==> src/sv/assert_macros.svh <==
// Assertion macros for the latency matcher.
// Expects aclk and aresetn in the scope of each use.
`ifndef ASSERT_MACROS_SVH
`define ASSERT_MACROS_SVH

// check a property on every clock edge outside reset
`define IOLM_ASSERT(lbl, prop, msg) \
    lbl: assert property (@(posedge aclk) disable iff (!aresetn) prop) else $error(msg);

// check that a condition is followed in the next cycle by another
`define IOLM_ASSERT_NEXT(lbl, ante, cons, msg) \
    lbl: assert property (@(posedge aclk) disable iff (!aresetn) (ante) |=> (cons)) \
        else $error(msg);

`endif

==> src/sv/iolm_pkg.sv <==
// Types and constants shared by the latency matcher modules.
// No dependencies.
package iolm_pkg;

    localparam int ACTION_W    = 16;
    localparam int SECTOR_W    = 64;
    localparam int TIME_W      = 64;
    localparam int LAT_W       = 32;
    localparam int STATUS_W    = 2;
    localparam int OUT_CNT_W   = 7;
    localparam int CFG_INDEX_W = 1;

    localparam logic [LAT_W-1:0]    LAT_MAX           = '1;
    localparam logic [ACTION_W-1:0] ISSUE_CODE_RST    = 16'd7;
    localparam logic [ACTION_W-1:0] COMPLETE_CODE_RST = 16'd8;

    typedef logic [STATUS_W-1:0] status_t;
    localparam status_t STATUS_OK        = 2'd0;
    localparam status_t STATUS_NOT_FOUND = 2'd1;
    localparam status_t STATUS_FULL      = 2'd2;

    localparam logic [CFG_INDEX_W-1:0] CFG_ISSUE_CODE    = 1'b0;
    localparam logic [CFG_INDEX_W-1:0] CFG_COMPLETE_CODE = 1'b1;

    typedef enum logic {
        KIND_ISSUE,
        KIND_COMPLETE
    } kind_t;

    typedef struct packed {
        kind_t               kind;
        logic [SECTOR_W-1:0] sector;
        logic [TIME_W-1:0]   event_time;
    } q_item_t;

    typedef struct packed {
        logic [SECTOR_W-1:0] sector;
        logic [TIME_W-1:0]   issue_time;
    } entry_t;

    localparam int ENTRY_W = $bits(entry_t);

    typedef enum logic [2:0] {
        ST_IDLE,
        ST_SCAN_RD,
        ST_SCAN_CMP,
        ST_SHIFT_RD,
        ST_SHIFT_WR,
        ST_EMIT
    } bk_state_t;

endpackage

==> src/sv/iolm_front.sv <==
// Front end: classifies trace events and queues issues and completions.
// Depends on iolm_pkg.
module iolm_front import iolm_pkg::*; (
    input  logic                aclk,
    input  logic                aresetn,
    input  logic                s_valid,
    output logic                s_ready,
    input  logic [ACTION_W-1:0] s_action_code,
    input  logic [SECTOR_W-1:0] s_sector,
    input  logic [TIME_W-1:0]   s_event_time,
    input  logic [ACTION_W-1:0] issue_code,
    input  logic [ACTION_W-1:0] complete_code,
    output logic                q_valid,
    input  logic                q_ready,
    output q_item_t             q_item
);

    q_item_t    buf_reg [2];
    logic       wr_ptr_reg, wr_ptr_next;
    logic       rd_ptr_reg, rd_ptr_next;
    logic [1:0] fill_reg, fill_next;
    logic       is_complete, is_issue, push, pop;
    q_item_t    in_item;

    assign is_complete = (s_action_code == complete_code);
    assign is_issue    = !is_complete && (s_action_code == issue_code);

    assign s_ready = (fill_reg != 2'd2);
    assign q_valid = (fill_reg != 2'd0);
    assign q_item  = buf_reg[rd_ptr_reg];

    assign push = s_valid && s_ready && (is_complete || is_issue);
    assign pop  = q_valid && q_ready;

    always_comb begin
        in_item.kind       = is_complete ? KIND_COMPLETE : KIND_ISSUE;
        in_item.sector     = s_sector;
        in_item.event_time = s_event_time;
        wr_ptr_next = push ? !wr_ptr_reg : wr_ptr_reg;
        rd_ptr_next = pop ? !rd_ptr_reg : rd_ptr_reg;
        unique case ({push, pop})
            2'b10:   fill_next = fill_reg + 2'd1;
            2'b01:   fill_next = fill_reg - 2'd1;
            default: fill_next = fill_reg;
        endcase
    end

    always_ff @(posedge aclk) begin
        if (push) begin
            buf_reg[wr_ptr_reg] <= in_item;
        end
    end

    always_ff @(posedge aclk) begin
        if (!aresetn) begin
            wr_ptr_reg <= 1'b0;
            rd_ptr_reg <= 1'b0;
            fill_reg   <= 2'd0;
        end else begin
            wr_ptr_reg <= wr_ptr_next;
            rd_ptr_reg <= rd_ptr_next;
            fill_reg   <= fill_next;
        end
    end

endmodule

==> config.mk <==
export PLATFORM = sky130hd
export DESIGN_NAME = iolm_front
export DESIGN_NICKNAME = d
export VERILOG_FILES = /design/src/sv/assert_macros.svh /design/src/sv/iolm_pkg.sv /design/src/sv/iolm_front.sv
export SDC_FILE = /design/constraint.sdc
export NUM_CORES = 1
export LEC_CHECK = 0
export BUFFER_PORTS_ARGS = -buffer_cell sky130_fd_sc_hd__clkbuf_2
export CAP_MARGIN = 10
export CORE_MARGIN = 3
export CORE_UTILIZATION = 30
export CTS_BUF_LIST = sky130_fd_sc_hd__clkbuf_4 sky130_fd_sc_hd__clkbuf_8 sky130_fd_sc_hd__clkbuf_16
export DETAILED_ROUTE_END_ITERATION = 12
export SLEW_MARGIN = 20
export SYNTH_ARGS = -nofsm -noshare
export SYNTH_HDL_FRONTEND = slang
export SYNTH_SLANG_ARGS = --single-unit
==> constraint.sdc <==
create_clock -name aclk -period 16.3 [get_ports aclk]
set_input_delay 1.63 -clock aclk [delete_from_list [all_inputs] [get_ports aclk]]
set_output_delay 1.63 -clock aclk [all_outputs]
set_load 0.05 [all_outputs]
==> flow_summary.yaml, run 1 <==
cells_and_area:
  n_fill_cell: 2956
  seqCellArea_um2: 7850
  largest_register_ffs: 258
  layout-drive-gt1-share_pct: 60.8
  multi_input_area_um2: 1950
  nNetsFinal: 980
  antennaDiodeCount: 0
  final_core_util_pct: 40.2
  syn2layout_area_growth_pct: 30.3
setup_path:
  end_kind: "register"
  cpPeakStageDelay_ns: 0.85
  crit_buf_inv: 4
  cp_data_arrival_time_ns: 4.85
  slowest_stage: "buf_4"
  setup.worst_path.class: "primary input to register"
  cp_max_fo: 67
  path_cells: "clkbuf_2, xnor2_1, nand4_1, nor4_2, o211a_1, inv_2, nor2_4, buf_4, buf_4"
  cp_data_required_time_ns: 16.45
  crit_path_start_kind: "primary input"
  timing.rr.start: "fill_reg[0]"
  crit_family: "buffers and inverters"
  startpoint: "s_action_code[5]"
  crit_path_frequent_cell: "buf_4"
yosys:
  synth_edf_count: 258
  netlist_instances: 468
  synthArstFlopShare_pct: 0
  yosysWarnings: 0
  ys_ff_latch: 263
  syn_nets: 649
  yosysSeqAreaShare_pct: 79.6
  synth.area.top_cells: "edfxtp_1 79%, mux2_2 15%, xnor2_1 3.1%"
  synth.top_cell.area_share_pct: 78.6
  synth_area_leader_cell: "edfxtp_1"
  synth_ff_type: "edfxtp_1"
  netlist_area_um2: 9860
  avgSynthCellArea_um2: 21.1
  ys_types: 23
global_route:
  overflow: 0
  antenna_found_initial: 0
  grt_use_total_pct: 11.8
  grt_pass1_vias: 5889
  grt_pass1_wl_um: 32700
  grt_max_degree: 69
clock_network:
  numClockSinks: 263
  clockRootBuffer: "clkbuf_16"
  clock_latency_ns: 0.53
  cts_tree: "done"
  post_cts_buffers: 0
  clk_transition_reported_paths_ns: 0.06
  h-tree-depth: 1
  cts_buffers: 28
  clockBufferDepth: 3
  cts_resized: 0
  cts_hold_buffers: 0
timing:
  slew_viol_final: 0
  hold_ws_ns: 0.514
  tightest_slew_ns: 0.989
  skew_ns: 0.00647
  tns_ns: 0
  worst_slack_ns: 11.60
  fin_crit_ns: 4.70
  fin_crit_sh_pct: 28.8
  fmax_ghz: 0.213
  rsz0062_at_grt: "no"
  hold_violations: 0
  max_slew_margin_pct: 34.1
  setup_viol: 0
outcome:
  outcome: "finished, final reports clean"
place:
  dp_hpwl_um: 14600
  numPortBuffers: 310
  dpl_worst_slack_ns: 10.93
  routabilityCongestion: 0.761
power_and_ir_drop:
  p_leak_nw: 4.72
  pwr-share-clk_pct: 44.1
  finalPower_mw: 1.39
  switching_share_pct: 18.6
  p_per_area_nw_per_um2: 108
  internal_power_mw: 1.13
  p_switching_uw: 258
  vdd_drop_max_mv: 0.0798
  comb_power_share_pct: 2.6
  seq_power_share_pct: 53.3
floorplanning:
  die_x_um: 187
  io_pins: 311
  initial_utilization_pct: 30.8
  num_rows: 65
  fp.coreArea_um2: 32000
  die_area_um2: 35100
  die_height_um: 187
min_path:
  min_from: "fill_reg[1]"
  hold_class: "register to register"
routing:
  vias: 5450
  drt_iter0_drc: 275
  wirelength_um: 21400
  drc_errors: 0
  avgViaCountPerCell: 4.35
  ant_nets: 0
  wl_per_cell_um: 17.1
  first_pass_iters: 4
flow_run:
  cap_violations: 0
-- kinds of logic (layout without fill, tap and decap cells) --
group / Yosys count / after routing / share of synthesized area (%)
AO/OA/AOI/OAI: 3 / 3 / 0.228
adder cells (fa/ha/maj): 1 / 1 / 0.127
flip-flops: 263 / 263 / 79.6
XOR/XNOR: 35 / 35 / 3.11
multiplexers: 130 / 130 / 14.8
AND/OR/NAND/NOR: 21 / 21 / 1.36
buffers and inverters: 15 / 366 / 0.724
-- final cells by class --
cell class              instances  area share, %
multi-input cells             190           15.2
inverters                       1         0.0292
repair buffers                315           12.4
clock inverters                12          0.877
flip-flops and latches        263           61.1
well taps                     435           4.24
clock buffers                  38           6.18
-- worst paths after layout --
kind                   end  slack (ns)  depth (start not counted)
max          buf_reg[0][6]       11.60                          9
min            fill_reg[1]        0.51                          2
max reg2reg  buf_reg[0][6]       13.03                          6
min reg2reg    fill_reg[1]        0.51                          2
-- tightest hold or removal path: cells and delay by family (launching register included) --
family / cells / cell delay, ns
AOI/OAI and AO/OA: 2 / 0.14
DFF: 1 / 0.33
-- Yosys cell counts, types with 2 or more instances --
cell type    n
edfxtp_1   258
mux2_2     129
xnor2_1     35
buf_2       12
nand4_1      8
dfxtp_1      5
and2_1       2
clkbuf_1     2
nand2b_1     2
nor2b_1      2
-- power groups by stage --
stage	clock (mW)	sequential, mW	combinational, mW
after detailed placement	0	0.756	0.0365
after global placement	0	0.756	0.0350
after CTS	0.636	0.742	0.0367
after global routing	0.664	0.741	0.0403
final	0.614	0.742	0.0361
after floorplan	0	0.756	0.00788
-- per-layer routing --
layer	share of wire (%)	track usage, %
met5	0	0
met4	3.0	3.63
met2	49	20.2
met1	39	13.8
met3	9.9	4.44
-- cells in the final DEF, fill, tap and decap left out --
cell and instances:
nor2b_1 2, nand2b_1 2, clkinvlp_4 2, ha_1 1, or3_1 1, edfxtp_1 258
dfxtp_1 4, buf_4 5, xnor2_1 35, o211a_1 1, clkbuf_4 9, and2_4 1
nor4_2 1, clkbuf_16 29, mux2i_1 1, clkbuf_2 310, and2_1 2, or2_2 1
bufinv_16 2, clkinv_2 6, o21ai_0 1, nand2_1 1, inv_2 1, nor2_4 1
nand4_1 8, nor4_1 1, dfxtp_4 1, clkinv_1 2, mux2_2 129, a21boi_0 1
-- through the flow --
step / area (um^2) / cells
6_report: 12800 / 1254
3_3_place_gp: 11900 / 1204
4_1_cts: 12800 / 1254
3_5_place_dp: 11900 / 1204
2_1_floorplan: 9860 / 468
5_1_grt: 12800 / 1254
Power figures use the tool's default switching activity.
==> run 2, diff against run 1 <==
- ABC_AREA: default -> 1
- clock period: 16.3 -> 4.8 ns (I/O delays scaled with it)
==> flow_summary.yaml, run 2 <==
timing:
  fin_crit_ns: 2.96
  max_slew_margin_pct: 43.9
  fin_crit_sh_pct: 61.6
  rsz0062_at_grt: "no"
  hold_violations: 0
  skew_ns: 0.0171
  tns_ns: 0
  tightest_slew_ns: 0.842
  setup_viol: 0
  slew_viol_final: 0
  fmax_ghz: 0.338
setup_path:
  setup.worst_path.class: "register to output pin"
  end_kind: "output pin"
  cp_data_required_time_ns: 4.32
  cp_data_arrival_time_ns: 2.48
  crit_path_start_kind: "register"
  r2r_slack_ns: 2.66
  cp_max_fo: 48
power_and_ir_drop:
  p_switching_uw: 883
  seq_power_share_pct: 53.0
  vdd_drop_max_mv: 0.223
  internal_power_mw: 3.87
  p_per_area_nw_per_um2: 360
  switching_share_pct: 18.6
  p_leak_nw: 5.24
  pwr-share-clk_pct: 44.2
  comb_power_share_pct: 2.8
clock_network:
  clockBufferDepth: 3
  post_cts_buffers: 0
  cts_resized: 0
  cts_hold_buffers: 0
  numClockSinks: 263
  clk_transition_reported_paths_ns: 0.06
  h-tree-depth: 1
  clockRootBuffer: "clkbuf_16"
  clock_latency_ns: 0.53
  cts_tree: "done"
  cts_buffers: 28
yosys:
  avgSynthCellArea_um2: 16.9
  synthArstFlopShare_pct: 0
  synthAdderAreaFrac_pct: 0.123
  synth_top_family_by_area: "multiplexers"
  synth.top_cell.area_share_pct: 76.2
  synth.area.top_cells: "edfxtp_1 76%, mux2_2 14%, nand2_1 4.0%"
  netlist_instances: 603
  ys_top_cells_by_count: "258 x edfxtp_1, 129 x mux2_2, 108 x nand2_1"
  synth_area_leader_cell: "edfxtp_1"
  yosysMostFrequentCell: "edfxtp_1"
  yosysSeqAreaShare_pct: 77.1
  yosysWarnings: 0
  syn_nets: 784
  yosys-mux-area-fraction_pct: 14.3
  synth_ff_type: "edfxtp_1"
  synth_xor_area_share_pct: 0.0861
  ys_ff_latch: 263
  synth_edf_count: 258
  netlist_area_um2: 10200
  synth-compound-area-share_pct: 0.566
  synthSimpleGateAreaFrac_pct: 4.93
  ys_types: 16
cells_and_area:
  layout-drive-gt1-share_pct: 51.7
  layout_common_cells: "310 x clkbuf_2, 258 x edfxtp_1, 129 x mux2_2"
  layout_commonest_cell: "clkbuf_2"
  n_fill_cell: 3141
  nNetsFinal: 1116
  syn2layout_area_growth_pct: 29.6
  final_area_um2: 13200
  antennaDiodeCount: 0
  largest_register_ffs: 258
global_route:
  grt_pass1_vias: 6024
  grt_use_total_pct: 11.3
  antenna_found_initial: 0
  grt_pass1_wl_um: 32300
  grt_max_degree: 72
  overflow: 0
min_path:
  hold_class: "primary input to register"
floorplanning:
  die_height_um: 190
  io_pins: 311
  num_rows: 66
  die_x_um: 190
  die_area_um2: 36200
  fp.coreArea_um2: 32900
  initial_utilization_pct: 30.9
routing:
  top_layer: "met4"
  wl_per_cell_um: 15.4
  wirelength_um: 21500
  met1_length_um: 8510
  ant_nets: 0
  vias: 5904
  dr_wl_met3_um: 2170
  drc_errors: 0
  drt_iter0_drc: 263
  first_pass_iters: 4
  avgViaCountPerCell: 4.23
  met2WireLength_um: 10400
flow_run:
  cap_violations: 0
outcome:
  outcome: "finished, final reports clean"
place:
  routabilityCongestion: 0.761
  numPortBuffers: 310
  dpl_cell_area_um2: 12300
  dp_hpwl_um: 14900
-- run 2: cell count changes after synthesis, sizes merged, moves of 3 or more --
cell,previous run,this run
nand2,1,109
inv,1,52
xnor2,35,0
nor2,1,22
nand4,8,0
a21oi,0,6
and2,3,0
o21ai,1,4
-- run 2: cell type report --
cell class | count | area (um^2) | share of cell area (%)
Sequential cell | 263 | 7850 | 59.6
Multi-Input combinational cell | 274 | 2040 | 15.5
Inverter | 52 | 198 | 1.50
Clock buffer | 34 | 763 | 5.79
Tap cell | 442 | 553 | 4.19
Clock inverter | 15 | 146 | 1.11
Timing Repair Buffer | 316 | 1630 | 12.4
-- run 2: final timing paths --
check | from | end | cells after the start
setup / recovery | register | q_item[55] | 3
hold / removal | s_event_time[7] | buf_reg[1][7] | 1
setup reg to reg | fill_reg[0] | buf_reg[0][16] | 5
hold reg to reg | rd_ptr_reg | rd_ptr_reg | 1
-- run 2: logic make-up after synthesis --
kind of cell,Yosys count
buffers and inverters,66
AOI/OAI and AO/OA,11
xor gates and xnor gates,1
adders and majority gates,1
and+or+nand+nor,132
DFF,263
muxes,129
-- run 2: through the flow --
step           instances  worst slack (ns)  hold WS, ns  total power [mW]  util, %
6_report            1396              1.84        0.133              4.75     40.0
3_5_place_dp        1347              2.14        0.433              2.70     37.3
5_1_grt             1396              1.70       0.0973              4.93     40.0
2_1_floorplan        603             0.759        0.425              2.60        -
3_3_place_gp        1347              2.17        0.427              2.69     37.3
4_1_cts             1396              1.78       0.0959              4.83     40.0
-- run 2: worst max-delay path, stage by stage, from the launching register on --
cell	delay, ns
dfxtp_4	0.79
buf_4	0.44
mux2_2	0.40
clkbuf_2	0.24
-- run 2: power by group through the flow --
stage	combinational [mW]	sequential, mW	clock (mW)
floorplan	0.0364	2.57	0
global placement	0.128	2.57	0
detailed placement	0.136	2.57	0
CTS	0.136	2.52	2.17
global route	0.154	2.52	2.26
finish	0.134	2.52	2.10
-- run 2: per-layer routing --
layer / global-route usage (%) / vias to the layer above
met5: 0 / -
met4: 3.08 / 0
met3: 3.94 / 36
met2: 19.4 / 224
met1: 13.5 / 2794
li1: - / 2850
